### config.mk
export PLATFORM = sky130hd
export DESIGN_NAME = rtt_ewma_estimator
export DESIGN_NICKNAME = d
export VERILOG_FILES = /design/src/hw/rtl/rttewma_pkg.sv /design/src/hw/rtl/rttewma_dp.sv /design/src/hw/rtl/rttewma_ctrl.sv /design/src/hw/rtl/rtt_ewma_estimator.sv
export SDC_FILE = /design/constraint.sdc
export NUM_CORES = 2
export LEC_CHECK = 0
export BUFFER_PORTS_ARGS = -buffer_cell sky130_fd_sc_hd__buf_4
export CELL_PAD_IN_SITES_DETAIL_PLACEMENT = 2
export CELL_PAD_IN_SITES_GLOBAL_PLACEMENT = 2
export CORE_MARGIN = 5
export CORE_UTILIZATION = 44
export CTS_BUF_LIST = sky130_fd_sc_hd__clkbuf_16
export DETAILED_ROUTE_END_ITERATION = 8
export PLACE_DENSITY_LB_ADDON = 0.05
export SLEW_MARGIN = 20
export SYNTH_ARGS = -nofsm -noshare
export SYNTH_HDL_FRONTEND = slang
export SYNTH_SLANG_ARGS = --single-unit
### constraint.sdc
create_clock -name clk_i -period 14.75 [get_ports clk_i]
set_input_delay 2.95 -clock clk_i [delete_from_list [all_inputs] [get_ports clk_i]]
set_output_delay 2.95 -clock clk_i [all_outputs]
set_load 0.02 [all_outputs]
### src/hw/rtl/rttewma_pkg.sv
`timescale 1ns / 1ps
// ----------------------------------------------------------------------------
// rttewma_pkg: shared types and constants of the delay estimator
// Word layouts, arithmetic widths and the controller/datapath command bundle.
// ----------------------------------------------------------------------------
package rttewma_pkg;

  // Timestamp and size widths
  localparam int TimeBits = 48;
  localparam int SizeBits = 16;

  // Reset value of the reference frame size
  localparam logic [SizeBits-1:0] RefSizeReset = SizeBits'(1518);

  // Half of the timestamp difference drops one bit
  localparam int HalfBits = TimeBits - 1;
  // Scaled product half * reference size
  localparam int ProdBits = HalfBits + SizeBits;
  // The multiply runs in two passes over the low and high part of the half delay
  localparam int MulLoBits = TimeBits / 2;
  localparam int MulHiBits = HalfBits - MulLoBits;
  localparam int MulResBits = MulLoBits + SizeBits;

  // One quotient bit per divide step
  localparam int DivSteps = TimeBits;
  localparam int CntBits = $clog2(DivSteps);

  // Input word: one acknowledgement event
  typedef struct packed {
    logic                ack_in_order;
    logic                send_info_lost;
    logic [TimeBits-1:0] ack_time_us;
    logic [TimeBits-1:0] send_time_us;
    logic [SizeBits-1:0] packet_bytes;
  } in_word_t;

  // Output word: estimates after the event
  typedef struct packed {
    logic [TimeBits-1:0] smoothed_delay;
    logic [TimeBits-1:0] delay_deviation;
    logic                reordered_flag;
  } out_word_t;

  // Commands from the controller to the datapath
  typedef struct packed {
    logic load_in;
    logic mul_lo;
    logic mul_hi;
    logic div_init;
    logic div_step;
    logic update;
    logic load_out;
  } ctrl_cmd_t;

  // Status from the datapath to the controller
  typedef struct packed {
    logic skip;
  } dp_status_t;

endpackage

### src/hw/rtl/rttewma_dp.sv
`timescale 1ns / 1ps
// ----------------------------------------------------------------------------
// rttewma_dp: estimator datapath
// Holds the reference size, the estimates, a shared multiplier, a restoring
// divider and the output word register.
// ----------------------------------------------------------------------------
module rttewma_dp (
  input  logic                           clk_i,
  input  logic                           rst_ni,
  input  rttewma_pkg::in_word_t          in_word_i,
  input  logic                           cfg_we_i,
  input  logic [rttewma_pkg::SizeBits-1:0] cfg_wdata_i,
  input  rttewma_pkg::ctrl_cmd_t         cmd_i,
  output rttewma_pkg::dp_status_t        status_o,
  output rttewma_pkg::out_word_t         out_word_o
);
  import rttewma_pkg::*;

  logic [SizeBits-1:0]   ref_q;
  logic [TimeBits-1:0]   delay_q, delay_d;
  logic [TimeBits-1:0]   dev_q, dev_d;
  logic [HalfBits-1:0]   half_q;
  logic [SizeBits-1:0]   size_q;
  logic                  in_order_q;
  logic [ProdBits-1:0]   prod_q;
  logic [SizeBits-1:0]   rem_q;
  logic [TimeBits-1:0]   dvd_q;
  logic                  sat_q;
  out_word_t             out_word_q;

  logic [TimeBits-1:0]   time_diff;
  logic [MulLoBits-1:0]  mul_a;
  logic [MulResBits-1:0] mul_res;
  logic [SizeBits:0]     trial;
  logic                  trial_ge;
  logic [SizeBits:0]     trial_sub;
  logic [TimeBits-1:0]   sample;
  logic [TimeBits-1:0]   diff;
  logic [TimeBits-1:0]   dev_hi7;
  logic [5:0]            dev_lo7;
  logic [TimeBits-1:0]   rtt_hi3;
  logic [3:0]            rtt_lo3;

  // Items that leave the state alone
  assign status_o.skip = !in_word_i.ack_in_order || in_word_i.send_info_lost;

  // Wrapped timestamp difference; bits above bit 0 give the half delay
  assign time_diff = in_word_i.ack_time_us - in_word_i.send_time_us;

  // Shared multiplier: low part first, then high part
  assign mul_a   = cmd_i.mul_hi ? MulLoBits'(half_q[HalfBits-1:MulLoBits])
                                : half_q[MulLoBits-1:0];
  assign mul_res = mul_a * ref_q;

  // One restoring divide step
  assign trial     = {rem_q, dvd_q[TimeBits-1]};
  assign trial_ge  = trial >= {1'b0, size_q};
  assign trial_sub = trial - {1'b0, size_q};

  // Delay sample with its special cases
  always_comb begin
    if (ref_q == '0) begin
      sample = '0;
    end else if (size_q == '0 || sat_q) begin
      sample = '1;
    end else begin
      sample = dvd_q;
    end
  end

  // Smoothing filters
  assign diff    = (sample > delay_q) ? (sample - delay_q) : (delay_q - sample);
  assign dev_hi7 = (dev_q >> 3) * TimeBits'(7);
  assign dev_lo7 = dev_q[2:0] * 3'd7;
  assign rtt_hi3 = (delay_q >> 2) * TimeBits'(3);
  assign rtt_lo3 = delay_q[1:0] * 2'd3;

  always_comb begin
    delay_d = delay_q;
    dev_d   = dev_q;
    if (delay_q == '0) begin
      delay_d = sample;
    end else begin
      if (dev_q == '0) begin
        dev_d = diff;
      end else begin
        dev_d = dev_hi7 + TimeBits'(dev_lo7[5:3]) + (diff >> 3);
      end
      delay_d = rtt_hi3 + TimeBits'(rtt_lo3[3:2]) + (sample >> 2);
    end
  end

  // Configuration and estimate state
  always_ff @(posedge clk_i or negedge rst_ni) begin
    if (!rst_ni) begin
      ref_q   <= RefSizeReset;
      delay_q <= '0;
      dev_q   <= '0;
    end else begin
      if (cfg_we_i) begin
        ref_q <= cfg_wdata_i;
      end
      if (cmd_i.update) begin
        delay_q <= delay_d;
        dev_q   <= dev_d;
      end
    end
  end

  // Working registers and output word
  always_ff @(posedge clk_i) begin
    if (cmd_i.load_in) begin
      half_q     <= time_diff[TimeBits-1:1];
      size_q     <= in_word_i.packet_bytes;
      in_order_q <= in_word_i.ack_in_order;
    end
    if (cmd_i.mul_lo) begin
      prod_q <= ProdBits'(mul_res);
    end
    if (cmd_i.mul_hi) begin
      prod_q <= prod_q + (ProdBits'(mul_res) << MulLoBits);
    end
    if (cmd_i.div_init) begin
      sat_q <= {1'b0, prod_q[ProdBits-1:TimeBits]} >= size_q;
      rem_q <= {1'b0, prod_q[ProdBits-1:TimeBits]};
      dvd_q <= prod_q[TimeBits-1:0];
    end
    if (cmd_i.div_step) begin
      rem_q <= trial_ge ? trial_sub[SizeBits-1:0] : trial[SizeBits-1:0];
      dvd_q <= {dvd_q[TimeBits-2:0], trial_ge};
    end
    if (cmd_i.load_out) begin
      out_word_q.smoothed_delay  <= delay_q;
      out_word_q.delay_deviation <= dev_q;
      out_word_q.reordered_flag  <= !in_order_q;
    end
  end

  assign out_word_o = out_word_q;

endmodule

### src/hw/rtl/rttewma_ctrl.sv
`timescale 1ns / 1ps
// ----------------------------------------------------------------------------
// rttewma_ctrl: estimator controller
// Sequences accept, two-pass multiply, divider set-up, divide steps, filter
// update and hand-off to the output register; skipped words go to hand-off.
// ----------------------------------------------------------------------------
module rttewma_ctrl (
  input  logic                    clk_i,
  input  logic                    rst_ni,
  input  logic                    in_valid_i,
  output logic                    in_stall_o,
  output logic                    out_valid_o,
  input  logic                    out_stall_i,
  input  rttewma_pkg::dp_status_t status_i,
  output rttewma_pkg::ctrl_cmd_t  cmd_o
);
  import rttewma_pkg::*;

  typedef enum logic [2:0] {
    S_IDLE,
    S_MUL_LO,
    S_MUL_HI,
    S_DIV_INIT,
    S_DIV,
    S_UPDATE,
    S_FINISH
  } state_e;

  state_e             state_q;
  logic [CntBits-1:0] cnt_q;
  logic               out_valid_q;
  logic               out_free;

  assign in_stall_o  = state_q != S_IDLE;
  assign out_valid_o = out_valid_q;
  // Output register can take a word when empty or being drained
  assign out_free    = !out_valid_q || !out_stall_i;

  // Decode commands from the state
  always_comb begin
    cmd_o          = '0;
    cmd_o.load_in  = state_q == S_IDLE && in_valid_i;
    cmd_o.mul_lo   = state_q == S_MUL_LO;
    cmd_o.mul_hi   = state_q == S_MUL_HI;
    cmd_o.div_init = state_q == S_DIV_INIT;
    cmd_o.div_step = state_q == S_DIV;
    cmd_o.update   = state_q == S_UPDATE;
    cmd_o.load_out = state_q == S_FINISH && out_free;
  end

  // Advance the sequence and track the output word
  always_ff @(posedge clk_i or negedge rst_ni) begin
    if (!rst_ni) begin
      state_q     <= S_IDLE;
      cnt_q       <= '0;
      out_valid_q <= 1'b0;
    end else begin
      // Set on hand-off, clear once the word is taken
      if (state_q == S_FINISH && out_free) begin
        out_valid_q <= 1'b1;
      end else if (!out_stall_i) begin
        out_valid_q <= 1'b0;
      end
      unique case (state_q)
        S_IDLE: begin
          if (in_valid_i) begin
            state_q <= status_i.skip ? S_FINISH : S_MUL_LO;
          end
        end
        S_MUL_LO:   state_q <= S_MUL_HI;
        S_MUL_HI:   state_q <= S_DIV_INIT;
        S_DIV_INIT: begin
          cnt_q   <= '0;
          state_q <= S_DIV;
        end
        S_DIV: begin
          cnt_q <= cnt_q + 1'b1;
          if (cnt_q == CntBits'(DivSteps - 1)) begin
            state_q <= S_UPDATE;
          end
        end
        S_UPDATE:   state_q <= S_FINISH;
        S_FINISH: begin
          if (out_free) begin
            state_q <= S_IDLE;
          end
        end
        default:    state_q <= S_IDLE;
      endcase
    end
  end

endmodule

### src/hw/rtl/rtt_ewma_estimator.sv
`timescale 1ns / 1ps
// ----------------------------------------------------------------------------
// rtt_ewma_estimator: smoothed one-way delay and deviation estimator
// Scales each delay sample to a reference frame size and keeps integer
// exponentially weighted averages of delay and deviation.
// ----------------------------------------------------------------------------
//  channel | direction | handshake               | word
//  --------+-----------+-------------------------+-----------------------
//  in      | input     | in_valid_i / in_stall_o | in_word_i  (in_word_t)
//  out     | output    | out_valid_o/ out_stall_i| out_word_o (out_word_t)
//  cfg     | input     | cfg_we_i                | cfg_wdata_i (reference size)
//
//  A sample word runs from accept to next accept through two multiply passes,
//  divider set-up, 48 restoring divide steps (one quotient bit per cycle),
//  filter update and hand-off. A reordered or lost-send word skips to hand-off.
//  Reset clears the estimates and loads the reference size with 1518.
//  The result sits in an output register; the block takes the next word while
//  it waits, and stalls only if a second result is due before it is taken.
// ----------------------------------------------------------------------------
module rtt_ewma_estimator (
  input  logic                             clk_i,
  input  logic                             rst_ni,
  input  logic                             in_valid_i,
  output logic                             in_stall_o,
  input  rttewma_pkg::in_word_t            in_word_i,
  output logic                             out_valid_o,
  input  logic                             out_stall_i,
  output rttewma_pkg::out_word_t           out_word_o,
  input  logic                             cfg_we_i,
  input  logic [rttewma_pkg::SizeBits-1:0] cfg_wdata_i
);
  import rttewma_pkg::*;

  ctrl_cmd_t  cmd;
  dp_status_t status;

  rttewma_ctrl u_ctrl (
    .clk_i       (clk_i),
    .rst_ni      (rst_ni),
    .in_valid_i  (in_valid_i),
    .in_stall_o  (in_stall_o),
    .out_valid_o (out_valid_o),
    .out_stall_i (out_stall_i),
    .status_i    (status),
    .cmd_o       (cmd)
  );

  rttewma_dp u_dp (
    .clk_i       (clk_i),
    .rst_ni      (rst_ni),
    .in_word_i   (in_word_i),
    .cfg_we_i    (cfg_we_i),
    .cfg_wdata_i (cfg_wdata_i),
    .cmd_i       (cmd),
    .status_o    (status),
    .out_word_o  (out_word_o)
  );

endmodule

Yosys cells after proc, flatten, opt, wreduce, memory -nomap -nowiden
Cells that the tools add are included.
- register bits after elaboration: 411
- bits in latches: 0
- RAM bits: 0
- bits in read-only memories: 0
- logic and storage cells: 86
- memories kept: 0
- $add $sub $neg: 10
- multipliers: 5
- div/mod/pow operators: 0
- magnitude comparators: 3
- equality and inequality tests: 11
- shifts and indexed selects: 0
- mux-type cells: 21
- bitwise logic cells: 1
- reductions and logical operators: 19
- operator list (operator ; count):
    two-way mux 48 bit ; 7
    subtractor 48 bit ; 3
    two-way mux 63 bit ; 2
    logical NOT 48 bit ; 2
    adder 63 bit ; 1
    adder 48 x 2 -> 48 bit ; 1
    adder 48 x 3 -> 48 bit ; 1
    adder 48 x 45 -> 48 bit ; 1
    adder 48 x 46 -> 48 bit ; 1
    greater-than comparator 48 bit ; 1
    multiplier 45 x 3 -> 48 bit, second input constant ; 1
    multiplier 46 x 2 -> 48 bit, second input constant ; 1
    two-way mux 16 bit ; 3
    multiplier 24 x 16 -> 40 bit ; 1
    logical NOT 16 bit ; 2
    two-way mux 24 bit ; 1
    one-hot mux 3 bit (7 select lines) ; 1
    >= comparator 17 x 16 -> 1 bit ; 1
    >= comparator 15 x 16 -> 1 bit ; 1
    subtractor 16 bit ; 1
    two-way mux 3 bit ; 4
    one-hot mux 6 bit (2 select lines) ; 1
    == test 3 bit, second input constant ; 3
    adder 6 x 1 -> 6 bit, second input constant ; 1
    17 further kinds ; 28

Logic depth before layout (Yosys ltp)
- depth in word-level cells: 8
- gate-level depth with buffers: 41

Modules after synthesis
Synthesis repeated with hierarchy kept, for this count alone.
- cells, all modules: 5421
- area, all modules: 50109.3 sq um
- modules (own cells, without submodules) (module ; instances ; cells an instance ; area an instance (sq um) ; sequential area each (sq um)):
    rttewma_dp ; 1 ; 5363 ; 49535.0 ; 11491.0
    rttewma_ctrl ; 1 ; 58 ; 574.3 ; 250.2

Worst setup path before layout
OpenSTA, ideal clock, no wires.
- path kind: reg2reg
- start: register u_ctrl.state_q[0]
- end: register u_dp.prod_q[62] (data pin)
- setup time: 262 ps
- data arrival time: 8626 ps
- data required time: 14488 ps
- setup slack: 5862 ps
- cell stages (with the launch flop): 35
- path buffers: 4
- path through: dfrtp_1 > clkbuf_1 > nor3b_1 > clkbuf_1 > buf_1 > nand2_1 > nand2_1 > clkbuf_1 > nand2_1 > fa_1 > inv_1 > fa_1 > fa_1 > fa_1 > fa_1 > inv_1 > fa_1 > inv_1 > ha_1 > a21o_1 > a31o_2 > a21oi_1 > o21bai_1 > a41o_1 > a311o_1 > a41oi_1 > xnor2_1 > ha_1 > nand4_1 > or4_1 > o22ai_1 > o21ai_0 > a21oi_1 > or3_1 > mux2i_1
- cells in the longest elaborated chain, start to end: 5
- RTL lines (element ; RTL line ; RTL):
    start, declared ; rttewma_ctrl.sv:29 ; state_e state_q;
    start signal, assigned ; rttewma_ctrl.sv:67 ; state_q <= status_i.skip ? S_FINISH : S_MUL_LO;
    == test 3 x 2 -> 1 bit (*) ; rttewma_ctrl.sv:44 ; cmd_o.mul_hi = state_q == S_MUL_HI;
    two-way mux 24 bit ; rttewma_dp.sv:51 ; assign mul_a = cmd_i.mul_hi ? MulLoBits'(half_q[HalfBits-1:MulLoBits])
    multiplier 24 x 16 -> 40 bit ; rttewma_dp.sv:53 ; assign mul_res = mul_a * ref_q;
    adder 63 bit ; rttewma_dp.sv:121 ; prod_q <= prod_q + (ProdBits'(mul_res) << MulLoBits);
    two-way mux 63 bit (*) ; rttewma_dp.sv:120 ; if (cmd_i.mul_hi) begin
    end signal, assigned ; rttewma_dp.sv:118 ; prod_q <= ProdBits'(mul_res);
    end signal, assigned ; rttewma_dp.sv:121 ;
    end, declared ; rttewma_dp.sv:25 ; logic [ProdBits-1:0] prod_q;
Every way passes the cells marked *; elsewhere a longest branch is shown, timed or not.
A chain may end at the register's enable or synchronous reset.

Worst setup path after layout
- start: register u_ctrl.state_q[2]
- end: register u_dp.prod_q[62] (data pin)
Same word-level chain as after synthesis.

==> results by group <==
Status
  – Outcome: finished, final reports clean

Critical path
  – Setup crit start: u_ctrl.state_q[2]
  – R2r setup slk: 4.17 ns
  – Worst r2r dst: u_dp.prod_q[62]
  – Setup crit start kind: register
  – Critical path's slowest cell: or3b_4
  – CP max FO: 46
  – R2r startpoint: u_ctrl.state_q[2]
  – CP required: 15.30 ns
  – Critical Path Most Common Cell: fa_1
  – Critical path type: register to register
  – Depth of the worst register-to-register path: 35
  – CP Data Arrival Time: 11.13 ns
  – Max incr delay on CP: 0.72 ns
  – Critical Path Sink Type: register

Clock tree
  – Clk Tree Root Cell: clkbuf_16
  – CTS Sinks: 411
  – Hold_buf cts: 0
  – Setup bufs post-CTS: 0
  – CTS Buffer Depth: 3
  – Worst-skew pair later-pin latency: 0.70 ns
  – H-tree Lvls: 2
  – Clk pin slew, worst setup/hold paths: 0.06 ns
  – CTS tree: yes
  – TritonCTS buffer count: 56
  – Resized cells post-CTS: 0

Routing
  – Final WL: 197 mm
  – Vias: 43200
  – Post-DR vias/cell: 5.88
  – Drt first-iter violations: 2121
  – 1st-pass router iterations: 7
  – Routed len/inst: 26.8 um
  – ANT nets after route: 0
  – Remaining DRCs: 0

Global routing
  – Vias in the first global route: 49100
  – First-pass GRT wire length: 299 mm
  – GRT Util Overall: 0.319
  – Largest net degree at the start of global routing: 82
  – Global route total overflow: 0
  – Initial antenna violation count: 10

Yosys
  – Simple-gate portion of the synthesized area: 0.149
  – Synth Area in Compound Gates: 0.163
  – Syn Std Cell Area: 50400 sq um
  – Area leader, netlist: fa_1
  – #FFs+latches synth: 411
  – Post-synth top flop: edfxtp_1
  – Syn Area/Cell: 8.85 sq um
  – Number of synthesized flops with an enable pin: 289
  – Synth unique cells: 94
  – Post-synthesis cell count: 5697
  – Async S/R FF share, synth: 0.297
  – Largest family of logic cells by synthesized area: adder cells
  – Dominant cells by area after synthesis: fa_1, edfxtp_1, ha_1
  – Mux cell area share after synthesis: 0.0121
  – Yosys top cell area share: 0.179
  – Mapped Nets: 6848
  – Yosys warning count: 0
  – Register area share after synthesis: 0.233
  – Post-Synth XOR/XNOR Area: 0.0441
  – Synthesized-area fraction occupied by adder cells: 0.319

Placement
  – Pre-CTS WS: 4.19 ns
  – Dpl cells: 7226
  – Port bufs: 233
  – DP Wirelength: 156 mm
  – GP Congestion: 0.938

Timing
  – Period minus WS final: 10.58 ns
  – Final hold slack: 0.496 ns
  – Worst slew margin: 0.266
  – Fin. max-slew vios: 0
  – Setup Total Neg Slack: 0 ns
  – RSZ-0062 raised after global routing: no
  – Period utilisation layout: 0.717
  – Final setup margin: 4.17 ns
  – Fin. Hold Viols: 0
  – Clock skew after layout: 0.0571 ns
  – Fmax: 0.0945 GHz
  – Worst slew pin tran: 1.09 ns
  – Finish-stage setup viols: 0

Run
  – Max-cap check violation count: 0

Min path
  – Hold_sp: u_ctrl.cnt_q[5]
  – Cells on Worst Hold Path: 1
  – Hold Path Class: register to register
  – Hold path endpoint: u_ctrl.cnt_q[5]

Die
  – Chip width: 349 um
  – Die footprint: 121000 sq um
  – Die Height: 349 um
  – Num ports: 234
  – Core Box Area: 114000 sq um
  – # rows: 124
  – Starting Density: 0.442

Final layout
  – Layout cells sized above 1: 0.0759
  – Fin cells: 7334
  – # fillers: 12400
  – Area growth from synthesis to layout: 9.48%
  – Nets: 6923
## worst max-delay path by stage
stage,endpoint,slack [ns]
6_report,u_dp.prod_q[62],4.17
5_1_grt,u_dp.prod_q[62],3.57
4_1_cts,u_dp.prod_q[62],4.15
3_5_place_dp,u_dp.prod_q[62],4.19
3_3_place_gp,u_dp.prod_q[62],4.35
2_1_floorplan,u_dp.prod_q[62],5.86
## kinds of logic after synthesis
group / after synthesis
and+or+nand+nor: 1597
AOI/OAI and AO/OA: 1313
buffers and inverters: 1048
adders and majority gates: 1016
DFF: 411
xor gates and xnor gates: 254
muxes: 58
## metrics by stage
step / area [sq um] / util
floorplan: 50400 / -
CTS: 55200 / 0.484
global route: 55200 / 0.484
finish: 55200 / 0.484
detailed placement: 53400 / 0.468
global placement: 53400 / 0.468
## synthesized netlist by cell type (49+ instances only)
master and number:
a211oi_1 62, dfrtp_1 114, and2_1 194, a21oi_1 417
xor2_1 96, fa_1 451, edfxtp_1 289, nor2_1 238
nand3_1 73, ha_1 565, nand4_1 78, a21o_1 184
o21bai_1 56, nand2_1 735, inv_1 791, clkbuf_1 205
nor3_1 49, o21ai_0 284, xnor2_1 158
## routing by layer
| metal | global-route usage | vias up | share of wire |
|---|---|---|---|
| met4 | 0.145 | 6 | 0.054 |
| met2 | 0.596 | 1075 | 0.52 |
| li1 | - | 19300 | - |
| met5 | 0 | - | 0.00021 |
| met1 | 0.366 | 22300 | 0.39 |
| met3 | 0.0337 | 391 | 0.038 |
## cell usage in the layout, fill, tap and decap left out, types with 10 or more instances in the layout
cell type,n
clkbuf_16,56
o211ai_1,26
o21ai_1,30
nor2_1,236
ha_1,565
and3_1,47
mux2_2,21
o31ai_1,10
o21bai_1,56
clkinv_2,14
dfrtp_1,114
a21boi_0,14
inv_1,795
buf_4,273
clkinv_1,14
nand4_1,78
a21oi_1,415
o21a_1,33
a211o_1,10
a211oi_1,62
nand2b_1,29
edfxtp_1,289
and2_1,193
o22ai_1,13
nor4_1,25
nor3_1,49
xor2_1,96
xnor2_1,158
fa_1,451
a221oi_1,12
nor2b_1,47
o21ai_0,283
a21o_1,184
nand2_1,731
nand3_1,73
a31oi_1,37
or3_1,23
mux2i_1,36
o221ai_1,11
## flip-flops by register name, indices dropped and copies added, names as in the netlist
register / count
u_ctrl.cnt_q: 6
u_ctrl.out_valid_o: 1
u_ctrl.state_q: 3
u_dp.delay_q: 48
u_dp.dev_q: 48
u_dp.dvd_q: 48
u_dp.half_q: 47
u_dp.in_order_q: 1
u_dp.out_word_o: 97
u_dp.prod_q: 63
u_dp.ref_q: 16
u_dp.rem_q: 16
u_dp.sat_q: 1
u_dp.size_q: 16
## critical path, delay by kind of cell (launching register included)
family / cells / cell delay [ns]
XOR/XNOR: 1 / 0.37
flip-flops: 1 / 0.59
adder cells (fa/ha/maj): 8 / 3.78
buffers and inverters: 4 / 0.25
AND/OR/NAND/NOR: 11 / 3.11
multiplexers: 1 / 0.13
AO/OA/AOI/OAI: 10 / 2.13
## cell type report
| class | count | area [sq um] | share of cell area |
|---|---|---|---|
| multi-input cells | 4238 | 34700 | 0.629 |
| diodes | 2 | 5.00 | 0.0000907 |
| repair buffers | 274 | 2060 | 0.0373 |
| clock buffers | 56 | 1400 | 0.0254 |
| flip-flops and latches | 411 | 11700 | 0.213 |
| well taps | 1512 | 1890 | 0.0343 |
| inverters | 791 | 2970 | 0.0538 |
| clock inverters | 50 | 409 | 0.00741 |
Power is left out: the tool's default activity adds up to more than one toggle a clock period on the data nets, which glitch-free logic cannot reach.
